===== config.mk =====
export PLATFORM = sky130hd
export DESIGN_NAME = nfa_queue
export DESIGN_NICKNAME = d
export VERILOG_FILES = /design/src/sv/nfa_pkg.sv /design/src/sv/nfa_queue.sv
export SDC_FILE = /design/constraint.sdc
export NUM_CORES = 1
export LEC_CHECK = 0
export CAP_MARGIN = 0
export CORE_MARGIN = 10
export CORE_UTILIZATION = 35
export DETAILED_ROUTE_END_ITERATION = 8
export DONT_BUFFER_PORTS = 1
export PLACE_DENSITY = 0.48
export SLEW_MARGIN = 20
export SYNTH_ARGS = -nofsm -noshare
export SYNTH_HDL_FRONTEND = slang
export SYNTH_SLANG_ARGS = --single-unit

===== constraint.sdc =====
create_clock -name clock -period 2.88 [get_ports clock]
set_input_delay 0.432 -clock clock [delete_from_list [all_inputs] [get_ports clock]]
set_output_delay 0.432 -clock clock [all_outputs]
set_load 0.01 [all_outputs]

===== src/sv/nfa_pkg.sv =====
`timescale 1ns / 1ps

package nfa_pkg;

   // fixed field widths
   localparam int OP_W       = 2;
   localparam int SYM_W      = 8;
   localparam int STATE_W    = 4;
   localparam int MASK_W     = 16;
   localparam int CSR_IDX_W  = 1;
   localparam int CSR_DATA_W = 16;

   // defaults for the top level parameters
   localparam int DEF_NUM_STATES    = 16;
   localparam int DEF_ALPHABET_SIZE = 256;

   // command queue between front and back
   localparam int QUEUE_DEPTH = 2;

   // operation codes
   localparam logic [OP_W-1:0] OP_ADD_ARC  = 2'd0;
   localparam logic [OP_W-1:0] OP_FEED     = 2'd1;
   localparam logic [OP_W-1:0] OP_END_WORD = 2'd2;

   // register indexes
   localparam logic [CSR_IDX_W-1:0] CSR_START_STATE = 1'b0;
   localparam logic [CSR_IDX_W-1:0] CSR_ACCEPT_MASK = 1'b1;

   typedef struct packed {
      logic [OP_W-1:0]    op;
      logic [SYM_W-1:0]   symbol;
      logic [STATE_W-1:0] from_state;
      logic [STATE_W-1:0] to_state;
      logic               sym_ok;
   } cmd_type;

   typedef struct packed {
      logic [STATE_W-1:0] start_state;
      logic [MASK_W-1:0]  accept_mask;
   } cfg_type;

endpackage


===== src/sv/nfa_queue.sv =====
`timescale 1ns / 1ps

module nfa_queue (
   input  logic             clock,
   input  logic             reset,
   input  logic             push,
   input  nfa_pkg::cmd_type push_cmd,
   output logic             ready,
   output logic             valid,
   output nfa_pkg::cmd_type head,
   input  logic             pop
);
   import nfa_pkg::*;

   localparam int PTR_W = $clog2(QUEUE_DEPTH);

   cmd_type          entry_ff [QUEUE_DEPTH];
   logic [PTR_W-1:0] wr_ptr_ff, wr_ptr_in;
   logic [PTR_W-1:0] rd_ptr_ff, rd_ptr_in;
   logic [PTR_W:0]   count_ff, count_in;
   logic             do_push;
   logic             do_pop;

   assign ready   = count_ff < (PTR_W+1)'(QUEUE_DEPTH);
   assign valid   = count_ff != '0;
   assign head    = entry_ff[rd_ptr_ff];
   assign do_push = push && ready;
   assign do_pop  = pop && valid;

   always_comb begin
      wr_ptr_in = wr_ptr_ff;
      rd_ptr_in = rd_ptr_ff;
      count_in  = count_ff;
      if (do_push) begin
         wr_ptr_in = wr_ptr_ff + 1'b1;
      end
      if (do_pop) begin
         rd_ptr_in = rd_ptr_ff + 1'b1;
      end
      if (do_push && !do_pop) begin
         count_in = count_ff + 1'b1;
      end else if (!do_push && do_pop) begin
         count_in = count_ff - 1'b1;
      end
   end

   always_ff @(posedge clock) begin
      if (reset) begin
         wr_ptr_ff <= '0;
         rd_ptr_ff <= '0;
         count_ff  <= '0;
      end else begin
         wr_ptr_ff <= wr_ptr_in;
         rd_ptr_ff <= rd_ptr_in;
         count_ff  <= count_in;
      end
      if (do_push) begin
         entry_ff[wr_ptr_ff] <= push_cmd;
      end
   end

endmodule


## Word-level counts from Yosys, hierarchy flattened

Memories as Yosys holds them, arrays and structs flattened. A register that Yosys moved wholly into a read port is not among the register bits.
Index checks and enable logic that the tools add are counted.

- Bits in registers: 4
- RAM bits: 38
- Input port bits: 23
- Word-level logic and storage cells: 23
- Memories: 1

- Add/subtract/negate cells: 4
- $lt $le $gt $ge: 1
- Multiplexer cells: 6
- Reductions and logical operators: 8

Memory list:

| name | words | width | rd ports | clocked after memory_dff | wr ports | line | RTL |
|---|---|---|---|---|---|---|---|
| entry_ff | 2 | 19 | 1 | 1 | 1 | nfa_queue.sv:17 | `cmd_type entry_ff [QUEUE_DEPTH];` |

Operators with widths:

| kind | number |
|---|---|
| $logic_and A1 B1 Y1 | 4 |
| $mux W1 | 4 |
| $mux W2 | 2 |
| $reduce_bool A2 Y1 | 2 |
| $add A1 B1 Y1 const B | 2 |
| $add A2 B1 Y2 const B | 1 |
| $logic_not A1 Y1 | 2 |
| $lt A2 B2 Y1 const B | 1 |
| $sub A2 B1 Y2 const B | 1 |

## Depth between registers and ports, before layout

Gate-level depths: netlist of run 1.

- Depth after elaboration: 6
- Depth in mapped cells: 5
- Depth with buffers taken out: 5

## Worst setup path after synthesis of run 1

Ideal clock, no wire load.

- Kind: in2reg
- Start: input push
- End: memory entry_ff[0][0] (netlist bit) (enable)
- Library setup time: 0.397 ns
- Data arrival time: 1.514 ns
- Data required time: 2.483 ns
- Slack: 0.969 ns
- Stages: 2
- Buffers on the path: 0
- Path through: and2b_1 -> nor2b_1

- Word-level cells in the longest chain between the ends: 3

Ends and longest elaborated chain:

| what | line | RTL |
|---|---|---|
| start, declared | nfa_queue.sv:6 | `input logic push,` |
| $logic_and A1 B1 Y1 | nfa_queue.sv:27 | `assign do_push = push && ready;` |
| $mux W1 | nfa_queue.sv:57 | `if (do_push) begin` |
| $mux W1 (implied by the code) | nfa_queue.sv:58 | `entry_ff[wr_ptr_ff] <= push_cmd;` |
| end, declared | nfa_queue.sv:17 |  |

No other way between the ends.

==> run metrics, run 1 <==
outcome=completed; post-synthesis sequential area ratio=0.783; Vias/cell=about 4.9; postcts setup bufs=0; Fin. Hold Viols=0; CTS Buf Count=5; Leak=0.564 nW; I/O Buffers=0; CP Launch Type=flip-flop; Tot Pwr=approximately 1.6 mW; Post-synth top cells=edfxtp_1 (38), mux2_2 (19), dfxtp_1 (5); dpl hpwl=about 1900 um; met3 WL=approximately 340 um; dpl cell area=1640 um^2; # resized after CTS=0; post-synth top area share=0.720; worst path cell trace=mux2_2; Post-synth ARST share=0; Slowest-stage cell, CP=dfxtp_1; first-pass GRT wire length=roughly 4000 um; Routed WL=2710 um; Pwr Density=slightly above 900 nW/um^2; Die Span Y=just under 90 um; Max Clock Skew=0.00427 ns; WL met2=about 1400 um; slowest stage delay, CP=between 0.8 and 0.9 ns; clock tree buffer depth=2; clk_lat worst skew=around 0.28 ns; largest net degree at the start of global routing=20; EDFF count, synth=38; crit path DAT=approximately 1.6 ns; Initial Utilization=0.362; Max-Cap Viols=0; fmax=between 400 and 500 MHz; Peak VDD IR=roughly 0.42 mV; Worst Hold Class=input pin to flip-flop; chip width=a little under 90 um; H-tree depth=2; YS warnings=0; leading area contributor after synthesis=edfxtp_1; Synth area leaders=edfxtp_1 (72%), mux2_2 (13%), dfxtp_1 (6.3%); post-DR wirelength/cell=a little under 20 um; hold buffer count at CTS=0; area of the multi-input gates=approximately 330 um^2; Core Region=approximately 4400 um^2; Synth Flop Type=edfxtp_1; initial antenna violation count=0; Tmin final=roughly 2 ns; Setup TNS Final=0 ns; worst-margin pin slew=about 0.9 ns; Worst Setup Path Type=flip-flop to output pin; fill cell count=between 400 and 500; drt first pass iters=4; RePlAce Congestion=roughly 0.64; vias post-DR=just under 700; RSZ-0062 raised after global routing=false; Clk pin slew, worst setup/hold paths=approximately 0.07 ns; Setup violations, final=0; grt total ovfl=0; row count=24; Final period util=0.713; Relative slew margins=0.393; n_diodes=0; CTS tree=built; Worst Path Buf+Inv=0; post-layout instance area=around 1700 um^2; Final #Nets=~110; initial DRC count=24; family with the most delay on the worst path=flip-flops; register area=roughly 1200 um^2; Tot GR Track Use=0.0729; top layer in use=met4; Mapped Nets=106; Syn Inst Count=82; vias in the first global route=715; Avg Cell Area, Syn=a little under 20 um^2; Yosys cell types=17; FF+latch count, synth=between 40 and 50; top-count cell post-synth=edfxtp_1; I/O pin cnt=between 40 and 50; CP Capture Type=output pin; clock root cell=clkbuf_8; synthesized cell area=1590 um^2; Final ANT Viol Nets=0; Min Hold Slack=0.213 ns; synth-to-layout area growth=8.76%; peak fanout along the critical path=19; worst endpoint required time=approximately 2.5 ns; Pins Over Slew Limit=0; CTS sink count=43; layout cells sized above 1=0.303; Die ar.=7620 um^2; metal1 wirelength=about 950 um; DRC=0
[metal layers]
metal  global-route usage  vias to the layer above
met4               0.0304                        0
li1                     -                      318
met1               0.0728                      340
met2                0.110                       26
met5                    0                        -
met3               0.0571                        2
[path summary, 6_finish.rpt]
path | endpoint | slack, ns | depth (start not counted) | startpoint
worst max register to register | entry_ff[1][9] | 1.14 | 2 | count_ff[1]
worst min register to register | rd_ptr_ff | 0.50 | 2 | rd_ptr_ff
worst max-delay path | head[18] | 0.83 | 1 | flip-flop
worst min-delay path | rd_ptr_ff | 0.21 | 1 | reset
[cells by family after synthesis]
kind of cell | count (synthesis) | synth area share
muxes | 19 | 0.135
DFF | 43 | 0.783
buffers and inverters | 3 | 0.0126
xor gates and xnor gates | 4 | 0.0221
adders and majority gates | 1 | 0.00789
AOI/OAI and AO/OA | 3 | 0.00947
and+or+nand+nor | 9 | 0.0300
[per-stage QoR]
step           utilization  setup slack, ns  std cells
6_report             0.393            0.825        141
2_1_floorplan            -            0.969         82
3_5_place_dp         0.375             1.05        133
5_1_grt              0.393            0.670        141
3_3_place_gp         0.375             1.07        133
4_1_cts              0.393            0.739        141
[flip-flops by register name, summed over array words and instances (netlist names), named ones only]
name and cells:
rd_ptr_ff 1, entry_ff 38, count_ff 2, wr_ptr_ff 1
[placed cells by master (no fill, tap or decap)]
cell type | netlist | final
edfxtp_1 | 38 | 38
a21oi_1 | 1 | 1
mux2_2 | 19 | 19
clkinv_1 | 0 | 2
ha_1 | 1 | 1
dfxtp_1 | 5 | 5
and2b_1 | 1 | 1
inv_1 | 1 | 1
xor2_1 | 3 | 3
or3_1 | 1 | 1
nor2b_2 | 0 | 1
clkbuf_1 | 0 | 1
o21ai_0 | 2 | 2
buf_4 | 0 | 1
or2_2 | 1 | 1
and2_1 | 1 | 1
clkbuf_8 | 0 | 5
xnor2_1 | 1 | 1
nor2_1 | 4 | 4
[cell type report]
class | instances | area share
Tap cell | 52 | 0.0377
Multi-Input combinational cell | 36 | 0.189
Inverter | 1 | 0.00218
Clock buffer | 6 | 0.0421
Clock inverter | 2 | 0.00435
Sequential cell | 43 | 0.720
Timing Repair Buffer | 1 | 0.00435
[where the power goes]
part           internal, mW  switching, mW  total [mW]
Combinational         0.154          0.199       0.353
Clock                 0.165          0.181       0.346
Sequential            0.807         0.0692       0.876
Total                  1.13          0.449        1.58
Note: power is estimated with default switching activity, not from simulation.
==> inputs of run 2 (changes only) <==
==> constraint.sdc (replaced) <==
create_clock -name clock -period 2.1 [get_ports clock]
set_input_delay 0.315 -clock clock [delete_from_list [all_inputs] [get_ports clock]]
set_output_delay 0.315 -clock clock [all_outputs]
set_load 0.01 [all_outputs]
==> run 2 against run 1 <==
Final cell count increased by 2.8%. Die area unchanged. Flip-flop and latch count unchanged. Sequential share of layout area decreased by 1.2 points. Largest cell class unchanged. Setup slack got worse by 0.53 ns. Critical path depth increased by 1. Utilization increased by 0.68 points. Combinational power increased by 52%.
==> run metrics, run 2 (same netlist as run 1, synthesis figures left out) <==
Worst Hold Class=input pin to flip-flop; dpl hpwl=1920 um (+2.6%); clk_lat worst skew=0.28 ns (about the same); top layer in use=met4; Relative slew margins=0.763 (+0.370); initial DRC count=33 (+38%); row count=24 (unchanged); postcts setup bufs=0 (unchanged); Peak VDD IR=0.559 mV (+34%); clock tree buffer depth=2 (unchanged); Core Region=4380 um^2 (unchanged); Min Hold Slack=0.0977 ns (-0.115 ns); crit path DAT=1.49 ns (-0.13 ns); Largest register FFs=38 (unchanged); R2R cell count=4 (+2); most common cell after layout, fill and taps aside=edfxtp_1; Max-Cap Viols=0 (unchanged); layout cells sized above 1=0.333 (+0.0300); H-tree depth=2 (unchanged); clock root cell=clkbuf_8; first-pass GRT wire length=3840 um (-4.0%); CTS sink count=43 (unchanged); Setup TNS Final=0 ns (unchanged); vias in the first global route=733 (+2.5%); RSZ-0062 raised after global routing=false; Leak=0.585 nW (+3.7%); Biggest register=entry_ff; Die Span Y=87.3 um (unchanged); Clk pin slew, worst setup/hold paths=0.07 ns (about the same); Setup violations, final=0 (unchanged); r2r setup slk=0.56 ns (-0.58 ns); final std cells w/o fill=145 (+2.8%); Top Registers=entry_ff (38), count_ff (2); CP Capture Type=output pin; Routed WL=2610 um (-3.9%); worst hold stages=1 (unchanged); outcome=completed; largest net degree at the start of global routing=13 (-35%); Tot Pwr=2.17 mW (+38%); worst endpoint required time=1.78 ns (-0.67 ns); Vias/cell=4.73 (-2.8%); peak fanout along the critical path=12 (-7); WL met2=1330 um (-5.1%); synth-to-layout area growth=10.7%; Initial Utilization=0.362 (unchanged); grt total ovfl=0 (unchanged); Max Clock Skew=0.00688 ns (+0.00262 ns); Final #Nets=116 (+3.6%); hold buffer count at CTS=0 (unchanged); Final period util=0.859; Tot GR Track Use=0.0683 (-0.00458); Pwr Density=1240 nW/um^2 (+35%); metal1 wirelength=961 um (+1.3%); dpl cells=137 (+3.0%); post-DR wirelength/cell=18.0 um (-6.6%); Place WS=0.551 ns (-0.497 ns); Worst Setup Path Type=flip-flop to output pin; CTS tree=built; initial antenna violation count=0 (unchanged); I/O pin cnt=44 (unchanged); worst-margin pin slew=0.356 ns (-0.555 ns); final core occ=0.400 (+0.00685); Final ANT Viol Nets=0 (unchanged); DRC=0 (unchanged); I/O Buffers=0 (unchanged); RePlAce Congestion=0.653 (+2.6%); fmax=approximately 550 MHz; drt first pass iters=3 (-1); most frequent cells in the layout=edfxtp_1 (38), mux2_2 (19), dfxtp_1 (5), clkbuf_8 (5), buf_4 (5); Worst Setup Slack, final=0.297 ns (-0.529 ns); n_diodes=0 (unchanged); met3 WL=273 um (-19%); CP Launch Type=flip-flop; Tmin final=1.80 ns; Pins Over Slew Limit=0 (unchanged); Die ar.=7620 um^2 (unchanged); chip width=87.3 um (unchanged); dpl cell area=1670 um^2 (+1.8%); # resized after CTS=0 (unchanged); post-layout instance area=1750 um^2 (+1.7%); Fin. Hold Viols=0 (unchanged); vias post-DR=686 (unchanged); CTS Buf Count=5 (unchanged)
## run 2: changes by cell type in the layout (fill, tap and decap cells not counted)
cell	before	now
buf_4	1	5
## run 2: worst paths after layout
check                                 start           to
worst max register to register  count_ff[1]  count_ff[1]
worst min register to register    rd_ptr_ff    rd_ptr_ff
worst max-delay path              flip-flop     head[18]
worst min-delay path                  reset  count_ff[0]
## run 2: area by class of cell
| cell class | count | area, um^2 |
|---|---|---|
| fill | 395 | 2630 |
| sequential | 43 | 1240 |
| multi-input combinational | 36 | 327 |
| clock buffer | 6 | 72.6 |
| tap | 52 | 65.1 |
| timing repair buffer | 5 | 37.5 |
| clock inverter | 2 | 7.51 |
| inverter | 1 | 3.75 |
## run 2: power breakdown
group          switching [mW]  internal [mW]
logic                   0.301          0.234
clock network           0.239          0.226
registers              0.0653           1.11
total                   0.605           1.57
## run 2: layer usage
metal | track usage | vias to the layer above
met2 | 0.110 | 25
met5 | 0 | -
met3 | 0.0403 | 4
met1 | 0.0679 | 330
li1 | - | 327
met4 | 0.0348 | 0
## run 2: worst max-delay path, stage by stage, from the launching register on
cell,delay [ns]
dfxtp_1,0.53
buf_4,0.28
mux2_2,0.40
==> inputs of run 3 (changes only) <==
--- a/config.mk
+++ b/config.mk
@@ -10,7 +10,6 @@
 export CORE_UTILIZATION = 35
 export DETAILED_ROUTE_END_ITERATION = 8
 export DONT_BUFFER_PORTS = 1
-export PLACE_DENSITY = 0.48
 export SLEW_MARGIN = 20
 export SYNTH_ARGS = -nofsm -noshare
 export SYNTH_HDL_FRONTEND = slang
==> run 3 against run 2 <==
Fmax rose by 11%. Flip-flop and latch count did not move. Critical path depth unchanged. Die area unchanged. Utilization up 0.74 points. Largest power group unchanged.
==> run metrics, run 3 (same netlist as run 1, synthesis figures left out) <==
hold buffer count at CTS=0 (unchanged); clock root cell=clkbuf_8; Worst Hold Class=input pin to flip-flop; hold_sp=reset; # resized after CTS=0 (unchanged); Worst R2R End=count_ff[1]; crit path DAT=1.30 ns (-0.19 ns); initial antenna violation count=0 (unchanged); CP Capture Type=output pin; row count=24 (unchanged); outcome=completed; RSZ-0062 raised after global routing=false; layout cells sized above 1=0.366 (+0.0323); fmax=618 MHz (+11%); CTS Buf Count=5 (unchanged); largest net degree at the start of global routing=19 (+6); drt first pass iters=3 (unchanged); Final #Nets=116 (unchanged); Pwr Density=1310 nW/um^2 (+6.0%); Initial Utilization=0.362 (unchanged); worst hold stages=1 (unchanged); Setup violations, final=0 (unchanged); Core Region=4380 um^2 (unchanged); clk_lat worst skew=0.29 ns (about the same); CP Launch Type=flip-flop; I/O Buffers=0 (unchanged); worst-margin pin slew=0.334 ns (-0.0216 ns); Final ANT Viol Nets=0 (unchanged); most common cell after layout, fill and taps aside=edfxtp_1; Max-Cap Viols=0 (unchanged); Leak=0.602 nW (+3.1%); Final period util=0.771 (-0.0880); vias post-DR=694 (+1.2%); Die ar.=7620 um^2 (unchanged); RePlAce Congestion=0.660 (+1.1%); H-tree depth=2 (unchanged); initial DRC count=22 (-33%); r2r setup slk=0.54 ns (-0.02 ns); Place WS=0.547 ns (-0.00338 ns); Worst Setup Path Type=flip-flop to output pin; dpl hpwl=2100 um (+9.1%); Max Clock Skew=0.00317 ns (-0.00372 ns); Fin. Hold Viols=0 (unchanged); Vias/cell=4.79 (+1.2%); Largest register FFs=38 (unchanged); Clk pin slew, worst setup/hold paths=0.08 ns (about the same); Die Span Y=87.3 um (unchanged); Worst Setup Slack, final=0.482 ns (+0.185 ns); most frequent cells in the layout=edfxtp_1 (38), mux2_2 (19), dfxtp_1 (5), clkbuf_8 (5), buf_4 (5); I/O pin cnt=44 (unchanged); first-pass GRT wire length=4370 um (+14%); clock tree buffer depth=2 (unchanged); n_diodes=0 (unchanged); Tmin final=1.62 ns (-0.185 ns); Top Registers=entry_ff (38), count_ff (2); R2R cell count=4 (unchanged); reg2reg start=count_ff[1]; Peak VDD IR=0.503 mV (-10%); Setup TNS Final=0 ns (unchanged); CTS tree=built; synth-to-layout area growth=12.7%; Tot GR Track Use=0.0795 (+0.0112); peak fanout along the critical path=18 (+6); grt total ovfl=0 (unchanged); Routed WL=2830 um (+8.7%); Biggest register=entry_ff; postcts setup bufs=0 (unchanged); chip width=87.3 um (unchanged); post-DR wirelength/cell=19.5 um (+8.7%); vias in the first global route=807 (+10%); DRC=0 (unchanged); Pins Over Slew Limit=0 (unchanged); Relative slew margins=0.775 (+0.0123); worst endpoint required time=1.78 ns (about the same); CTS sink count=43 (unchanged)
[run 3: how the worst max path moves through the flow]
stage / start / endpoint / slack, ns / depth (start not counted)
floorplan: count_ff[1] / entry_ff[0][0] / 0.23 / 2
global placement: count_ff[1] / count_ff[1] / 0.65 / 4
detailed placement: count_ff[1] / count_ff[1] / 0.55 / 4
CTS: flip-flop / head[3] / 0.44 / 2
global route: flip-flop / head[3] / 0.36 / 2
finish: flip-flop / head[3] / 0.48 / 2
[run 3: per-stage QoR]
stage	hold slack (ns)	cells	util	power, mW	cell area [um^2]
global placement	0.386	137	0.382	1.73	1670
global route	0.0576	145	0.408	2.49	1790
detailed placement	0.392	137	0.382	1.76	1670
finish	0.0811	145	0.408	2.34	1790
floorplan	0.384	82	-	1.61	1590
CTS	0.0711	145	0.408	2.39	1790
[run 3: worst max-delay path, stage by stage, from the launching register on]
cell and delay (ns):
dfxtp_1 0.34, buf_4 0.26, mux2_2 0.41
[run 3: power breakdown]
part / switching [mW] / internal, mW / total (mW)
sequential: 0.0530 / 1.10 / 1.16
combinational: 0.325 / 0.234 / 0.559
clock: 0.274 / 0.354 / 0.627
[run 3: layer usage]
metal	track usage	vias up	wire length, um
li1	-	327	-
met1	0.0707	334	993
met2	0.126	28	1430
met3	0.0646	5	348
met4	0.0391	0	57
met5	0	-	0
[run 3: layout make-up]
class | instances | area (um^2)
fillers | 390 | 2600
flip-flops and latches | 43 | 1240
multi-input cells | 36 | 327
clock buffers | 5 | 68.8
well taps | 52 | 65.1
clock inverters | 3 | 43.8
repair buffers | 5 | 37.5
inverters | 1 | 3.75
